==> config.mk <==
export PLATFORM = sky130hd
export DESIGN_NAME = hood_position_pi_controller
export DESIGN_NICKNAME = d
export VERILOG_FILES = /design/src/design/hpc_pkg.sv /design/src/design/hood_position_pi_controller.sv
export SDC_FILE = /design/constraint.sdc
export NUM_CORES = 2
export LEC_CHECK = 0
export BUFFER_PORTS_ARGS = -buffer_cell sky130_fd_sc_hd__buf_2
export CAP_MARGIN = 5
export CORE_ASPECT_RATIO = 0.7
export CORE_MARGIN = 2
export CORE_UTILIZATION = 65
export CTS_CLUSTER_DIAMETER = 60
export DETAILED_ROUTE_END_ITERATION = 6
export PLACE_DENSITY = 0.86
export SLEW_MARGIN = 20
export SYNTH_ARGS = -nofsm -noshare
export SYNTH_HDL_FRONTEND = slang
export SYNTH_SLANG_ARGS = --single-unit
==> constraint.sdc <==
create_clock -name clk -period 17.95 [get_ports clk]
set_clock_uncertainty 0.2 [all_clocks]
set_input_delay 0.8975 -clock clk [delete_from_list [all_inputs] [get_ports clk]]
set_output_delay 0.8975 -clock clk [all_outputs]
set_load 0.005 [all_outputs]
==> src/design/hpc_pkg.sv <==
// Package for the hood position PI controller.
// Holds the widths, command and register codes, and fixed-point constants.
// No dependencies.
package hpc_pkg;

  localparam int ACC_W      = 40;
  localparam int GAIN_W     = 24;
  localparam int ANGLE_W    = 16;
  localparam int DRIVE_W    = 16;
  localparam int ERR_W      = 18;
  localparam int STEP_W     = 24;
  localparam int CFG_IDX_W  = 2;
  localparam int CFG_DATA_W = GAIN_W;

  localparam int LO_W       = ACC_W / 2;
  localparam int HI_W       = ACC_W - LO_W;
  localparam int PROD_W     = ACC_W + GAIN_W;
  localparam int PROP_W     = ERR_W + GAIN_W;
  localparam int CLIP_SHIFT = 48;
  localparam int TERM_W     = (PROD_W > CLIP_SHIFT + 1) ? PROD_W : CLIP_SHIFT + 1;
  localparam int SUM_W      = TERM_W + 2;
  localparam int FRAC_W     = 16;
  localparam int Q_W        = SUM_W - FRAC_W;

  localparam int DRIVE_MAX  = 32767;

  localparam logic [1:0] CMD_TRACK  = 2'd0;
  localparam logic [1:0] CMD_MANUAL = 2'd1;
  localparam logic [1:0] CMD_CLEAR  = 2'd2;

  localparam logic [CFG_IDX_W-1:0] REG_PROP_GAIN    = 2'd0;
  localparam logic [CFG_IDX_W-1:0] REG_INTEG_GAIN   = 2'd1;
  localparam logic [CFG_IDX_W-1:0] REG_ANGLE_OFFSET = 2'd2;

  localparam logic signed [ANGLE_W-1:0] TARGET_MIN = 16'sd1000;
  localparam logic signed [ANGLE_W-1:0] TARGET_MAX = 16'sd9000;
  localparam logic signed [ANGLE_W-1:0] SLOW_LOW   = 16'sd2500;
  localparam logic signed [ANGLE_W-1:0] STOP_HIGH  = 16'sd9000;
  localparam logic signed [ANGLE_W-1:0] SLOW_HIGH  = 16'sd8100;

  localparam logic signed [ERR_W-1:0]  IZONE    = 18'sd500;
  localparam logic signed [ERR_W-1:0]  DEADBAND = 18'sd30;
  localparam logic signed [STEP_W-1:0] ISTEP    = 24'sd50;

  localparam logic signed [DRIVE_W-1:0] LOCK_THRESH = 16'sd1638;
  localparam logic signed [DRIVE_W-1:0] DRIVE_LIM   = DRIVE_W'(DRIVE_MAX);
  localparam logic signed [DRIVE_W-1:0] DRIVE_NEG   = {1'b1, {(DRIVE_W - 1){1'b0}}};

  // Division by five as a multiply by ceil(2^18 / 5), exact below 2^18.
  localparam logic [15:0] DIV5_MUL   = 16'd52429;
  localparam int          DIV5_SHIFT = 18;

endpackage

==> src/design/hood_position_pi_controller.sv <==
// Hood position PI controller with lock deadband and soft limits.
// Depends on hpc_pkg.
//
// One item is taken per clock cycle while in_stall is low, and each passes
// through five register stages: input register, measurement and integrator
// update, gain multiplies, term clipping and drive saturation, then soft
// limits into the output register. The integrator is updated in the single
// cycle an item leaves the input register, which sets the one-item-per-cycle
// rate. A stall on the output only holds stages that are occupied, so bubbles
// keep closing and new transfers are taken while a result waits. Configuration
// writes take effect on the next clock edge.
module hood_position_pi_controller
  import hpc_pkg::*;
(
  input  logic                         clk,
  input  logic                         rst,
  input  logic                         cfg_we,
  input  logic [CFG_IDX_W-1:0]         cfg_index,
  input  logic [CFG_DATA_W-1:0]        cfg_data,
  input  logic                         in_valid,
  output logic                         in_stall,
  input  logic [1:0]                   command,
  input  logic signed [ANGLE_W-1:0]    target_angle,
  input  logic signed [ANGLE_W-1:0]    encoder_angle,
  input  logic                         zero_switch_pressed,
  input  logic signed [DRIVE_W-1:0]    manual_drive,
  output logic                         out_valid,
  input  logic                         out_stall,
  output logic signed [DRIVE_W-1:0]    motor_drive,
  output logic                         hood_locked,
  output logic signed [ANGLE_W-1:0]    hood_angle
);

  logic [GAIN_W-1:0]         prop_gain;
  logic [GAIN_W-1:0]         integ_gain;
  logic signed [ANGLE_W-1:0] angle_offset;
  logic signed [ACC_W-1:0]   integrator;

  logic s1_valid, s2_valid, s3_valid, s4_valid;
  logic s2_ready, s3_ready, s4_ready, out_ready;

  assign out_ready = !out_valid || !out_stall;
  assign s4_ready  = !s4_valid || out_ready;
  assign s3_ready  = !s3_valid || s4_ready;
  assign s2_ready  = !s2_valid || s3_ready;
  assign in_stall  = s1_valid && !s2_ready;

  always_ff @(posedge clk) begin
    if (rst) begin
      prop_gain    <= '0;
      integ_gain   <= '0;
      angle_offset <= '0;
    end else if (cfg_we) begin
      unique case (cfg_index)
        REG_PROP_GAIN:    prop_gain    <= cfg_data;
        REG_INTEG_GAIN:   integ_gain   <= cfg_data;
        REG_ANGLE_OFFSET: angle_offset <= cfg_data[ANGLE_W-1:0];
        default: ;
      endcase
    end
  end

  // Stage 1: input register.
  logic [1:0]                s1_cmd;
  logic signed [ANGLE_W-1:0] s1_target;
  logic signed [ANGLE_W-1:0] s1_enc;
  logic                      s1_pressed;
  logic signed [DRIVE_W-1:0] s1_manual;

  always_ff @(posedge clk) begin
    if (rst) begin
      s1_valid <= 1'b0;
    end else if (!in_stall) begin
      s1_valid <= in_valid;
    end
  end

  always_ff @(posedge clk) begin
    if (!in_stall) begin
      s1_cmd     <= command;
      s1_target  <= target_angle;
      s1_enc     <= encoder_angle;
      s1_pressed <= zero_switch_pressed;
      s1_manual  <= manual_drive;
    end
  end

  // Measurement, error and integrator update.
  logic signed [ANGLE_W:0]   ang_sum;
  logic signed [ANGLE_W-1:0] ang;
  logic signed [ANGLE_W-1:0] tgt;
  logic signed [ERR_W-1:0]   err;
  logic signed [STEP_W-1:0]  step;
  logic signed [ACC_W:0]     integ_add;
  logic signed [ACC_W-1:0]   integ_sat;
  logic signed [ACC_W-1:0]   integ_next;
  logic                      in_zone;
  logic                      in_deadband;
  logic signed [DRIVE_W-1:0] manual_sat;
  logic signed [DRIVE_W-1:0] pass_drive;

  always_comb begin
    if (s1_pressed) begin
      ang_sum = {angle_offset[ANGLE_W-1], angle_offset};
    end else begin
      ang_sum = {s1_enc[ANGLE_W-1], s1_enc} + {angle_offset[ANGLE_W-1], angle_offset};
    end
    if (ang_sum[ANGLE_W] != ang_sum[ANGLE_W-1]) begin
      ang = ang_sum[ANGLE_W] ? {1'b1, {(ANGLE_W - 1){1'b0}}} : {1'b0, {(ANGLE_W - 1){1'b1}}};
    end else begin
      ang = ang_sum[ANGLE_W-1:0];
    end

    if (s1_target < TARGET_MIN) begin
      tgt = TARGET_MIN;
    end else if (s1_target > TARGET_MAX) begin
      tgt = TARGET_MAX;
    end else begin
      tgt = s1_target;
    end

    err = {{(ERR_W - ANGLE_W){ang[ANGLE_W-1]}}, ang}
        - {{(ERR_W - ANGLE_W){tgt[ANGLE_W-1]}}, tgt};
    in_zone     = (err < IZONE) && (err > -IZONE);
    in_deadband = (err <= DEADBAND) && (err >= -DEADBAND);

    step = {{(STEP_W - ERR_W){err[ERR_W-1]}}, err} * ISTEP;
    integ_add = {integrator[ACC_W-1], integrator}
              + {{(ACC_W + 1 - STEP_W){step[STEP_W-1]}}, step};
    if (integ_add[ACC_W] != integ_add[ACC_W-1]) begin
      integ_sat = integ_add[ACC_W] ? {1'b1, {(ACC_W - 1){1'b0}}}
                                   : {1'b0, {(ACC_W - 1){1'b1}}};
    end else begin
      integ_sat = integ_add[ACC_W-1:0];
    end

    case (s1_cmd)
      CMD_TRACK:  integ_next = (in_zone && !in_deadband) ? integ_sat : '0;
      CMD_CLEAR:  integ_next = '0;
      default:    integ_next = integrator;
    endcase

    manual_sat = (s1_manual == DRIVE_NEG) ? -DRIVE_LIM : s1_manual;
    pass_drive = (s1_cmd == CMD_MANUAL) ? manual_sat : '0;
  end

  always_ff @(posedge clk) begin
    if (rst) begin
      integrator <= '0;
    end else if (s1_valid && s2_ready) begin
      integrator <= integ_next;
    end
  end

  // Stage 2: error and updated integrator.
  logic                      s2_pi_en;
  logic signed [DRIVE_W-1:0] s2_pass;
  logic signed [ANGLE_W-1:0] s2_ang;
  logic                      s2_pressed;
  logic signed [ERR_W-1:0]   s2_err;
  logic signed [ACC_W-1:0]   s2_integ;

  always_ff @(posedge clk) begin
    if (rst) begin
      s2_valid <= 1'b0;
    end else if (s2_ready) begin
      s2_valid <= s1_valid;
    end
  end

  always_ff @(posedge clk) begin
    if (s2_ready) begin
      s2_pi_en   <= (s1_cmd == CMD_TRACK) && !in_deadband;
      s2_pass    <= pass_drive;
      s2_ang     <= ang;
      s2_pressed <= s1_pressed;
      s2_err     <= err;
      s2_integ   <= integ_next;
    end
  end

  // Gain multiplies on magnitudes; the integrator product is split in two halves.
  logic [ERR_W-1:0]         err_mag;
  logic [ACC_W-1:0]         integ_mag;
  logic [PROP_W-1:0]        prop_prod;
  logic [LO_W+GAIN_W-1:0]   lo_prod;
  logic [HI_W+GAIN_W-1:0]   hi_prod;

  always_comb begin
    err_mag   = s2_err[ERR_W-1] ? ERR_W'(-s2_err) : ERR_W'(s2_err);
    integ_mag = s2_integ[ACC_W-1] ? ACC_W'(-s2_integ) : ACC_W'(s2_integ);
    prop_prod = PROP_W'(err_mag) * PROP_W'(prop_gain);
    lo_prod   = (LO_W + GAIN_W)'(integ_mag[LO_W-1:0]) * (LO_W + GAIN_W)'(integ_gain);
    hi_prod   = (HI_W + GAIN_W)'(integ_mag[ACC_W-1:LO_W]) * (HI_W + GAIN_W)'(integ_gain);
  end

  // Stage 3: partial products.
  logic                      s3_pi_en;
  logic signed [DRIVE_W-1:0] s3_pass;
  logic signed [ANGLE_W-1:0] s3_ang;
  logic                      s3_pressed;
  logic                      s3_err_neg;
  logic                      s3_integ_neg;
  logic [PROP_W-1:0]         s3_prop;
  logic [LO_W+GAIN_W-1:0]    s3_lo;
  logic [HI_W+GAIN_W-1:0]    s3_hi;

  always_ff @(posedge clk) begin
    if (rst) begin
      s3_valid <= 1'b0;
    end else if (s3_ready) begin
      s3_valid <= s2_valid;
    end
  end

  always_ff @(posedge clk) begin
    if (s3_ready) begin
      s3_pi_en     <= s2_pi_en;
      s3_pass      <= s2_pass;
      s3_ang       <= s2_ang;
      s3_pressed   <= s2_pressed;
      s3_err_neg   <= s2_err[ERR_W-1];
      s3_integ_neg <= s2_integ[ACC_W-1];
      s3_prop      <= prop_prod;
      s3_lo        <= lo_prod;
      s3_hi        <= hi_prod;
    end
  end

  // Clip the integral term, sum, floor-divide by 2^16 and saturate.
  localparam logic [TERM_W-1:0]       CLIP_LIMIT = TERM_W'(1) << CLIP_SHIFT;
  localparam logic signed [Q_W-1:0]   Q_MAX      = Q_W'(DRIVE_MAX);

  logic [PROD_W-1:0]         integ_prod;
  logic [TERM_W-1:0]         integ_clip;
  logic signed [SUM_W-1:0]   prop_ext;
  logic signed [SUM_W-1:0]   integ_ext;
  logic signed [SUM_W-1:0]   raw;
  logic signed [Q_W-1:0]     q;
  logic signed [DRIVE_W-1:0] pi_drive;
  logic signed [DRIVE_W-1:0] pre_drive;

  always_comb begin
    integ_prod = (PROD_W'(s3_hi) << LO_W) + PROD_W'(s3_lo);
    integ_clip = (TERM_W'(integ_prod) > CLIP_LIMIT) ? CLIP_LIMIT : TERM_W'(integ_prod);
    prop_ext   = SUM_W'(s3_prop);
    integ_ext  = SUM_W'(integ_clip);
    raw = (s3_err_neg ? prop_ext : -prop_ext) + (s3_integ_neg ? integ_ext : -integ_ext);
    q   = raw[SUM_W-1:FRAC_W];
    if (q > Q_MAX) begin
      pi_drive = DRIVE_LIM;
    end else if (q < -Q_MAX) begin
      pi_drive = -DRIVE_LIM;
    end else begin
      pi_drive = q[DRIVE_W-1:0];
    end
    pre_drive = s3_pi_en ? pi_drive : s3_pass;
  end

  // Stage 4: drive before the lock and soft limits.
  logic signed [DRIVE_W-1:0] s4_drive;
  logic signed [ANGLE_W-1:0] s4_ang;
  logic                      s4_pressed;

  always_ff @(posedge clk) begin
    if (rst) begin
      s4_valid <= 1'b0;
    end else if (s4_ready) begin
      s4_valid <= s3_valid;
    end
  end

  always_ff @(posedge clk) begin
    if (s4_ready) begin
      s4_drive   <= pre_drive;
      s4_ang     <= s3_ang;
      s4_pressed <= s3_pressed;
    end
  end

  logic                      lock;
  logic                      drive_neg;
  logic [DRIVE_W-1:0]        drive_mag;
  logic [DRIVE_W:0]          mag2;
  logic [2*DRIVE_W:0]        div_prod;
  logic [DRIVE_W-1:0]        slow_mag;
  logic signed [DRIVE_W-1:0] slow_drive;
  logic signed [DRIVE_W-1:0] limited;

  always_comb begin
    lock       = (s4_drive <= LOCK_THRESH) && (s4_drive >= -LOCK_THRESH);
    drive_neg  = s4_drive[DRIVE_W-1];
    drive_mag  = drive_neg ? DRIVE_W'(-s4_drive) : DRIVE_W'(s4_drive);
    mag2       = {drive_mag, 1'b0};
    div_prod   = (2 * DRIVE_W + 1)'(mag2) * (2 * DRIVE_W + 1)'(DIV5_MUL);
    slow_mag   = DRIVE_W'(div_prod >> DIV5_SHIFT);
    slow_drive = drive_neg ? -$signed(slow_mag) : $signed(slow_mag);
    if (lock) begin
      limited = '0;
    end else if (s4_pressed && drive_neg) begin
      limited = '0;
    end else if ((s4_ang < SLOW_LOW) && drive_neg) begin
      limited = slow_drive;
    end else if ((s4_ang > STOP_HIGH) && !drive_neg) begin
      limited = '0;
    end else if ((s4_ang > SLOW_HIGH) && !drive_neg) begin
      limited = slow_drive;
    end else begin
      limited = s4_drive;
    end
  end

  // Output register.
  always_ff @(posedge clk) begin
    if (rst) begin
      out_valid <= 1'b0;
    end else if (out_ready) begin
      out_valid <= s4_valid;
    end
  end

  always_ff @(posedge clk) begin
    if (out_ready) begin
      motor_drive <= limited;
      hood_locked <= lock;
      hood_angle  <= s4_ang;
    end
  end

endmodule

== After elaboration in Yosys (flattened, before gate mapping) ==
Cells that the tools add are included.

* Memory bits (read-only): 0
* Memories kept: 0
* Latch bits: 0
* Output and inout port bits: 35
* Bits in registers: 483
* RAM bits: 0
* Input bits: 82

* Reductions and logical operators: 30
* $lt $le $gt $ge: 14
* $mul: 5
* Shift operators: 0
* Mux-type cells: 23
* $add $sub $neg: 11
* Bitwise logic cells: 1
* Equal/unequal tests: 7
* Div/mod/pow operators: 0

{| class="wikitable"
|+ Operator list
! operator !! count
|-
| 2-to-1 mux 16 bit || 13
|-
| 2-to-1 mux 40 bit || 4
|-
| 2-to-1 mux 66 bit || 2
|-
| multiplier 20 x 24 -> 44 bit || 2
|-
| case mux 40 bit (2 select lines) || 1
|-
| adder 66 bit || 1
|-
| negator 42 -> 66 bit || 1
|-
| negator 64 -> 66 bit || 1
|-
| adder 64 x 44 -> 64 bit || 1
|-
| > comparator 64 x 49 -> 1 bit (second input constant) || 1
|-
| 2-to-1 mux 64 bit || 1
|-
| > comparator 50 x 16 -> 1 bit (second input constant) || 1
|-
| less-than comparator 50 x 16 -> 1 bit (second input constant) || 1
|-
| multiplier 18 x 24 -> 42 bit || 1
|-
| adder 40 x 24 -> 41 bit || 1
|-
| negator 40 bit || 1
|-
| > comparator 16 x 15 -> 1 bit (second input constant) || 2
|-
| multiplier 16 x 16 -> 32 bit (second input constant) || 1
|-
| multiplier 24 x 5 -> 23 bit (second input constant) || 1
|-
| 2-to-1 mux 18 bit || 1
|-
| negator 17 -> 18 bit || 1
|-
| adder 16 x 16 -> 17 bit || 1
|-
| greater-or-equal comparator 17 x 6 -> 1 bit (second input constant) || 1
|-
| > comparator 17 x 10 -> 1 bit (second input constant) || 1
|-
| 22 further kinds || 49
|}

== Logic depth before layout (Yosys ltp) ==
* Depth in word-level cells: 11
* Mapped depth: 71
* Depth with buffers taken out: 68

== Least setup slack after synthesis ==
Ideal clock, no wire load.

* Path kind: register to register
* Start: reg s1_enc[0]
* End: reg s2_integ[10], data pin
* Path buffers: 5
* Arrival time: 13000 ps
* Stages on the path, launching flop included: 68
* Path slack: 4598 ps
* Data required time: 17598 ps
* Setup time: 152 ps
* Cells stage by stage: edfxtp_1 -> ha_1 -> fa_1 -> a21oi_1 -> nor2_1 -> nor2_1 -> o21bai_1 -> a21oi_1 -> o21bai_1 -> a21oi_1 -> nor2b_1 -> o21a_1 -> o21ai_0 -> nand2b_1 -> a21oi_1 -> o21bai_1 -> a21oi_1 -> o211ai_1 -> [... 32 more ...] -> a21o_1 -> a21o_1 -> nand2_1 -> o21ai_0 -> a22o_1 -> ha_1 -> o2111ai_1 -> a2111oi_0 -> nor2_1 -> a2111o_1 -> a31oi_1 -> nand2_1 -> a21o_1 -> xnor2_1 -> clkbuf_1 -> buf_1 -> nor2_1 -> o21ai_0

* Longest elaborated chain between the ends: 11

{| class="wikitable"
|+ Ends and longest elaborated chain
! item !! RTL line !! text
|-
| from (decl) || hood_position_pi_controller.sv:66 || <nowiki>logic signed [ANGLE_W-1:0] s1_enc;</nowiki>
|-
| from (signal assigned) || hood_position_pi_controller.sv:82 || <nowiki>s1_enc <= encoder_angle;</nowiki>
|-
| adder 16 x 16 -> 17 bit (*) || hood_position_pi_controller.sv:106 || <nowiki>ang_sum = {s1_enc[ANGLE_W-1], s1_enc} + {angle_offset[ANGLE_W-1], angle_offset};</nowiki>
|-
| 2-to-1 mux 17 bit (*) || hood_position_pi_controller.sv:103 || <nowiki>if (s1_pressed) begin</nowiki>
|-
| 2-to-1 mux 16 bit / != test 1 bit (equally long branches) || hood_position_pi_controller.sv:109, hood_position_pi_controller.sv:108 ||
|-
| 2-to-1 mux 16 bit (*) || hood_position_pi_controller.sv:108 || <nowiki>if (ang_sum[ANGLE_W] != ang_sum[ANGLE_W-1]) begin</nowiki>
|-
| via ang[1] || hood_position_pi_controller.sv:90 || <nowiki>logic signed [ANGLE_W-1:0] ang;</nowiki>
|-
| subtractor 16 x 16 -> 17 bit (*) || hood_position_pi_controller.sv:123 || <nowiki>- {{(ERR_W - ANGLE_W){tgt[ANGLE_W-1]}}, tgt};</nowiki>
|-
| via err[15] || hood_position_pi_controller.sv:92 || <nowiki>logic signed [ERR_W-1:0] err;</nowiki>
|-
| multiplier 24 x 5 -> 23 bit (tied with other cells) || hood_position_pi_controller.sv:127 || <nowiki>step = {{(STEP_W - ERR_W){err[ERR_W-1]}}, err} * ISTEP;</nowiki>
|-
| adder 40 x 24 -> 41 bit / logical AND 1 bit (equally long branches) || hood_position_pi_controller.sv:129, hood_position_pi_controller.sv:125 ||
|-
| 2-to-1 mux 40 bit (tied with other cells) || hood_position_pi_controller.sv:131 || <nowiki>integ_sat = integ_add[ACC_W] ? {1'b1, {(ACC_W - 1){1'b0}}}</nowiki>
|-
| 2-to-1 mux 40 bit / logical AND 1 bit (equally long branches) || hood_position_pi_controller.sv:130, hood_position_pi_controller.sv:138 ||
|-
| 2-to-1 mux 40 bit (*) || hood_position_pi_controller.sv:138 || <nowiki>CMD_TRACK: integ_next = (in_zone && !in_deadband) ? integ_sat : '0;</nowiki>
|-
| case mux 40 bit (2 select lines) (*) || hood_position_pi_controller.sv:137 || <nowiki>case (s1_cmd)</nowiki>
|-
| via integ_next[10] || hood_position_pi_controller.sv:96 || <nowiki>logic signed [ACC_W-1:0] integ_next;</nowiki>
|-
| to (signal assigned) || hood_position_pi_controller.sv:178 || <nowiki>s2_integ <= integ_next;</nowiki>
|-
| to (decl) || hood_position_pi_controller.sv:161 || <nowiki>logic signed [ACC_W-1:0] s2_integ;</nowiki>
|}

The timed path passes the listed nets; every way through them passes the cells marked *.
A chain may end at the register's enable or synchronous reset.

== Worst setup path after layout ==
* Start: reg s1_enc[0]
* End: reg integrator[2]

* Longest elaborated chain between the ends: 11

{| class="wikitable"
|+ Ends and longest elaborated chain
! item !! RTL line !! text
|-
| adder 16 x 16 -> 17 bit (*) || hood_position_pi_controller.sv:106 ||
|-
| 2-to-1 mux 17 bit (*) || hood_position_pi_controller.sv:103 ||
|-
| 2-to-1 mux 16 bit / != test 1 bit (equally long branches) || hood_position_pi_controller.sv:109, hood_position_pi_controller.sv:108 ||
|-
| 2-to-1 mux 16 bit (*) || hood_position_pi_controller.sv:108 ||
|-
| subtractor 16 x 16 -> 17 bit (*) || hood_position_pi_controller.sv:123 ||
|-
| via err[4] || hood_position_pi_controller.sv:92 ||
|-
| multiplier 24 x 5 -> 23 bit (tied with other cells) || hood_position_pi_controller.sv:127 ||
|-
| adder 40 x 24 -> 41 bit / logical AND 1 bit (equally long branches) || hood_position_pi_controller.sv:129, hood_position_pi_controller.sv:125 ||
|-
| 2-to-1 mux 40 bit (tied with other cells) || hood_position_pi_controller.sv:131 ||
|-
| 2-to-1 mux 40 bit / logical AND 1 bit (equally long branches) || hood_position_pi_controller.sv:130, hood_position_pi_controller.sv:138 ||
|-
| 2-to-1 mux 40 bit (*) || hood_position_pi_controller.sv:138 ||
|-
| case mux 40 bit (2 select lines) (*) || hood_position_pi_controller.sv:137 ||
|-
| to (signal assigned) || hood_position_pi_controller.sv:151 || <nowiki>integrator <= integ_next;</nowiki>
|-
| to (decl) || hood_position_pi_controller.sv:37 || <nowiki>logic signed [ACC_W-1:0] integrator;</nowiki>
|}

Marks and branches as above.

==> impl_metrics.env <==
export IMPL_status="completed"
export IMPL_maxSlewHeadroom_pct=14.7
export IMPL_grt_pass1_wl_um=374000
export IMPL_required_ns=18.28
export IMPL_max_stage_delay_ns=0.81
export IMPL_num_vias=65519
export IMPL_final_hold_viol_count=0
export IMPL_grt_max_degree=72
export IMPL_cts_resized=0
export IMPL_synth_area_per_cell_um2=8.97
export IMPL_finalSetupViolCount=0
export IMPL_grtUsageTotal_pct=37.8
export IMPL_drive_gt1_share_pct=5.35
export IMPL_area_growth_pct=5.85
export IMPL_synth_top_cell_by_area="fa_1"
export IMPL_fin_tns_setup_ns=0
export IMPL_period_needed_ns=15.79
export IMPL_ys_seq_area_share_pct=16.6
export IMPL_post_route_period_util_pct=88.0
export IMPL_cts_setup_buffers=0
export IMPL_slew_violations=0
export IMPL_syn_instance_count=9015
export IMPL_core_area_mm2=0.124
export IMPL_fill_cells=9236
export IMPL_cp_start_kind="flip-flop"
export IMPL_routedWlPerCell_um=22.4
export IMPL_cp_max_fo=29
export IMPL_grt_pass1_vias=66938
export IMPL_crit_path_end_kind="flip-flop"
export IMPL_grt_ovfl_total=0
export IMPL_dr_pass1_iters=7
export IMPL_die_area_mm2=0.127
export IMPL_antenna_found_initial=14
export IMPL_root_buffer="clkbuf_16"
export IMPL_holdPathStages=1
export IMPL_post_route_drc_count=0
export IMPL_multiInputGateArea_mm2=0.0610
export IMPL_die_width_um=426
export IMPL_grt_setup_unrepaired="false"
export IMPL_cpMaxStageDelayCell="ha_1"
export IMPL_hold_class="input pin to flip-flop"
export IMPL_worst_setup_path_type="flip-flop to flip-flop"
export IMPL_hpwlAfterDp_um=185000
export IMPL_synth_top_area_share_pct=30.6
export IMPL_htreeDepth=2
export IMPL_final_antenna_net_count=0
export IMPL_ctsHoldBuffers=0
export IMPL_yosysWarningCount=0
export IMPL_synth_ff_type="edfxtp_1"
export IMPL_initial_core_util_pct=65.4
export IMPL_critPathMostFrequentCell="o21ai_0"
export IMPL_clk_path_buf_depth=3
export IMPL_regArea_mm2=0.0134
export IMPL_fmax_ghz=0.0633
export IMPL_worst_pin_slew_ns=1.27
export IMPL_gp_congestion=0.983
export IMPL_syn_cell_area_mm2=0.0809
export IMPL_max_cap_viol_count=0
export IMPL_nets=11027
export IMPL_crit_arrival_ns=16.12
export IMPL_rows=108
export IMPL_async_flop_share_pct=0
export IMPL_synth_cell_type_count=100
export IMPL_ios=117
export IMPL_post_place_ws_ns=2.43
export IMPL_tritoncts_num_sinks=483
export IMPL_io_buffers=116
export IMPL_drt_vias_per_instance=6.17
export IMPL_cts_tree="yes"
export IMPL_synth_edf_count=374
export IMPL_ys_seq_elements=483
export IMPL_synth_area_top_cells="fa_1, edfxtp_1, ha_1, inv_1, nand2_1"
export IMPL_clock_latency_ns=0.71
export IMPL_cts_buffers_inserted=60
export IMPL_ff2ff_path_depth=67
export IMPL_path_clk_slew_ns=0.06
export IMPL_drt_initial_drc_count=7240
export IMPL_wirelength_um=238000
export IMPL_fp_dieH_um=299
export IMPL_timing_final_ws_setup_ns=2.16
[logic make-up after synthesis]
logic type               count (synthesis)  synth area share (%)
AO/OA/AOI/OAI                         1263                  9.99
XOR/XNOR                               396                  4.30
adder cells (fa/ha/maj)               2025                  42.8
buffers and inverters                 1904                  8.85
flip-flops                             483                  16.6
multiplexers                            23                 0.297
other                                    2               0.00928
AND/OR/NAND/NOR                       2919                  17.2
[Yosys cell counts (11+ instances only)]
| library cell | instances |
|---|---|
| a211oi_1 | 50 |
| a21boi_0 | 20 |
| a21o_1 | 133 |
| a21oi_1 | 415 |
| a221oi_1 | 33 |
| a31oi_1 | 65 |
| and2_1 | 222 |
| and3_1 | 56 |
| and4_1 | 14 |
| buf_1 | 25 |
| clkbuf_1 | 383 |
| dfxtp_1 | 109 |
| edfxtp_1 | 374 |
| fa_1 | 1237 |
| ha_1 | 788 |
| inv_1 | 1488 |
| mux2i_1 | 15 |
| nand2_1 | 1362 |
| nand2b_1 | 84 |
| nand3_1 | 101 |
| nand3b_1 | 30 |
| nand4_1 | 51 |
| nor2_1 | 383 |
| nor2b_1 | 311 |
| nor3_1 | 130 |
| nor3b_1 | 14 |
| nor4_1 | 36 |
| o2111ai_1 | 15 |
| o211ai_1 | 26 |
| o21a_1 | 26 |
| o21ai_0 | 235 |
| o21bai_1 | 43 |
| o22ai_1 | 11 |
| o31a_1 | 11 |
| o31ai_1 | 30 |
| o41ai_1 | 15 |
| or2_2 | 24 |
| or3_1 | 45 |
| or4_1 | 19 |
| xnor2_1 | 271 |
| xor2_1 | 124 |
[layout make-up]
cell class,instances,area share [%]
multi-input cells,6652,71.2
flip-flops and latches,483,15.7
inverters,1488,6.53
well taps,1650,2.41
clock buffers,76,1.95
repair buffers,235,1.72
clock inverters,37,0.471
diodes,4,0.0117
[layout by cell type, fill, tap and decap left out, types with 230 or more instances in the layout]
cell and n:
edfxtp_1 374, nor2b_1 311, nand2_1 1359, a21oi_1 414
o21ai_0 234, xnor2_1 230, inv_1 1487, nor2_1 382
ha_1 788, fa_1 1237
[routing by layer]
layer	vias up	wire (um)	GRT usage, %
li1	28782	-	-
met1	32175	96500	54.0
met2	3952	99300	54.4
met3	600	32500	12.1
met4	10	9120	12.7
met5	-	274	0.704
[flip-flops by register name (all words and copies together), names as in the netlist, 2 cells and up]
signal	count
motor_drive	16
s3_ang	16
s1_enc	16
s2_pass	16
s2_err	17
integ_gain	24
s4_ang	16
prop_gain	24
s2_integ	40
s3_lo	44
hood_angle	16
s3_prop	42
angle_offset	16
s1_manual	16
s4_drive	16
s3_hi	44
integrator	40
s1_cmd	2
s2_ang	16
s1_target	16
s3_pass	16
[worst paths after layout]
kind	slack, ns	from	end
setup / recovery	2.16	s1_enc[0]	integrator[2]
hold / removal	0.16	command[0]	s1_cmd[0]
setup reg to reg	2.16	s1_enc[0]	integrator[2]
hold reg to reg	0.22	s2_pass[7]	s3_pass[7]
[worst max-delay path, delay by kind of cell, from the launching register on]
kind | cells | cell delay [ns]
compound gates | 36 | 7.33
xor+xnor | 2 | 0.53
fa+ha+maj | 10 | 4.05
buf+inv | 6 | 0.81
flops | 1 | 0.37
mux | 1 | 0.37
simple gates | 12 | 1.92
[metrics by stage]
step / std cells / hold slack, ns / instance area, um^2 / util [%]
6_report: 10625 / 0.158 / 85600 / 69.2
5_1_grt: 10622 / 0.160 / 85600 / 69.2
4_1_cts: 10621 / 0.136 / 85600 / 69.2
3_5_place_dp: 10508 / 0.205 / 83500 / 67.5
3_3_place_gp: 10508 / 0.202 / 83500 / 67.5
2_1_floorplan: 9039 / 0.200 / 81000 / -
Power is not shown: default switching activity piles up to over one toggle a cycle in this logic, so the estimate is an artifact.
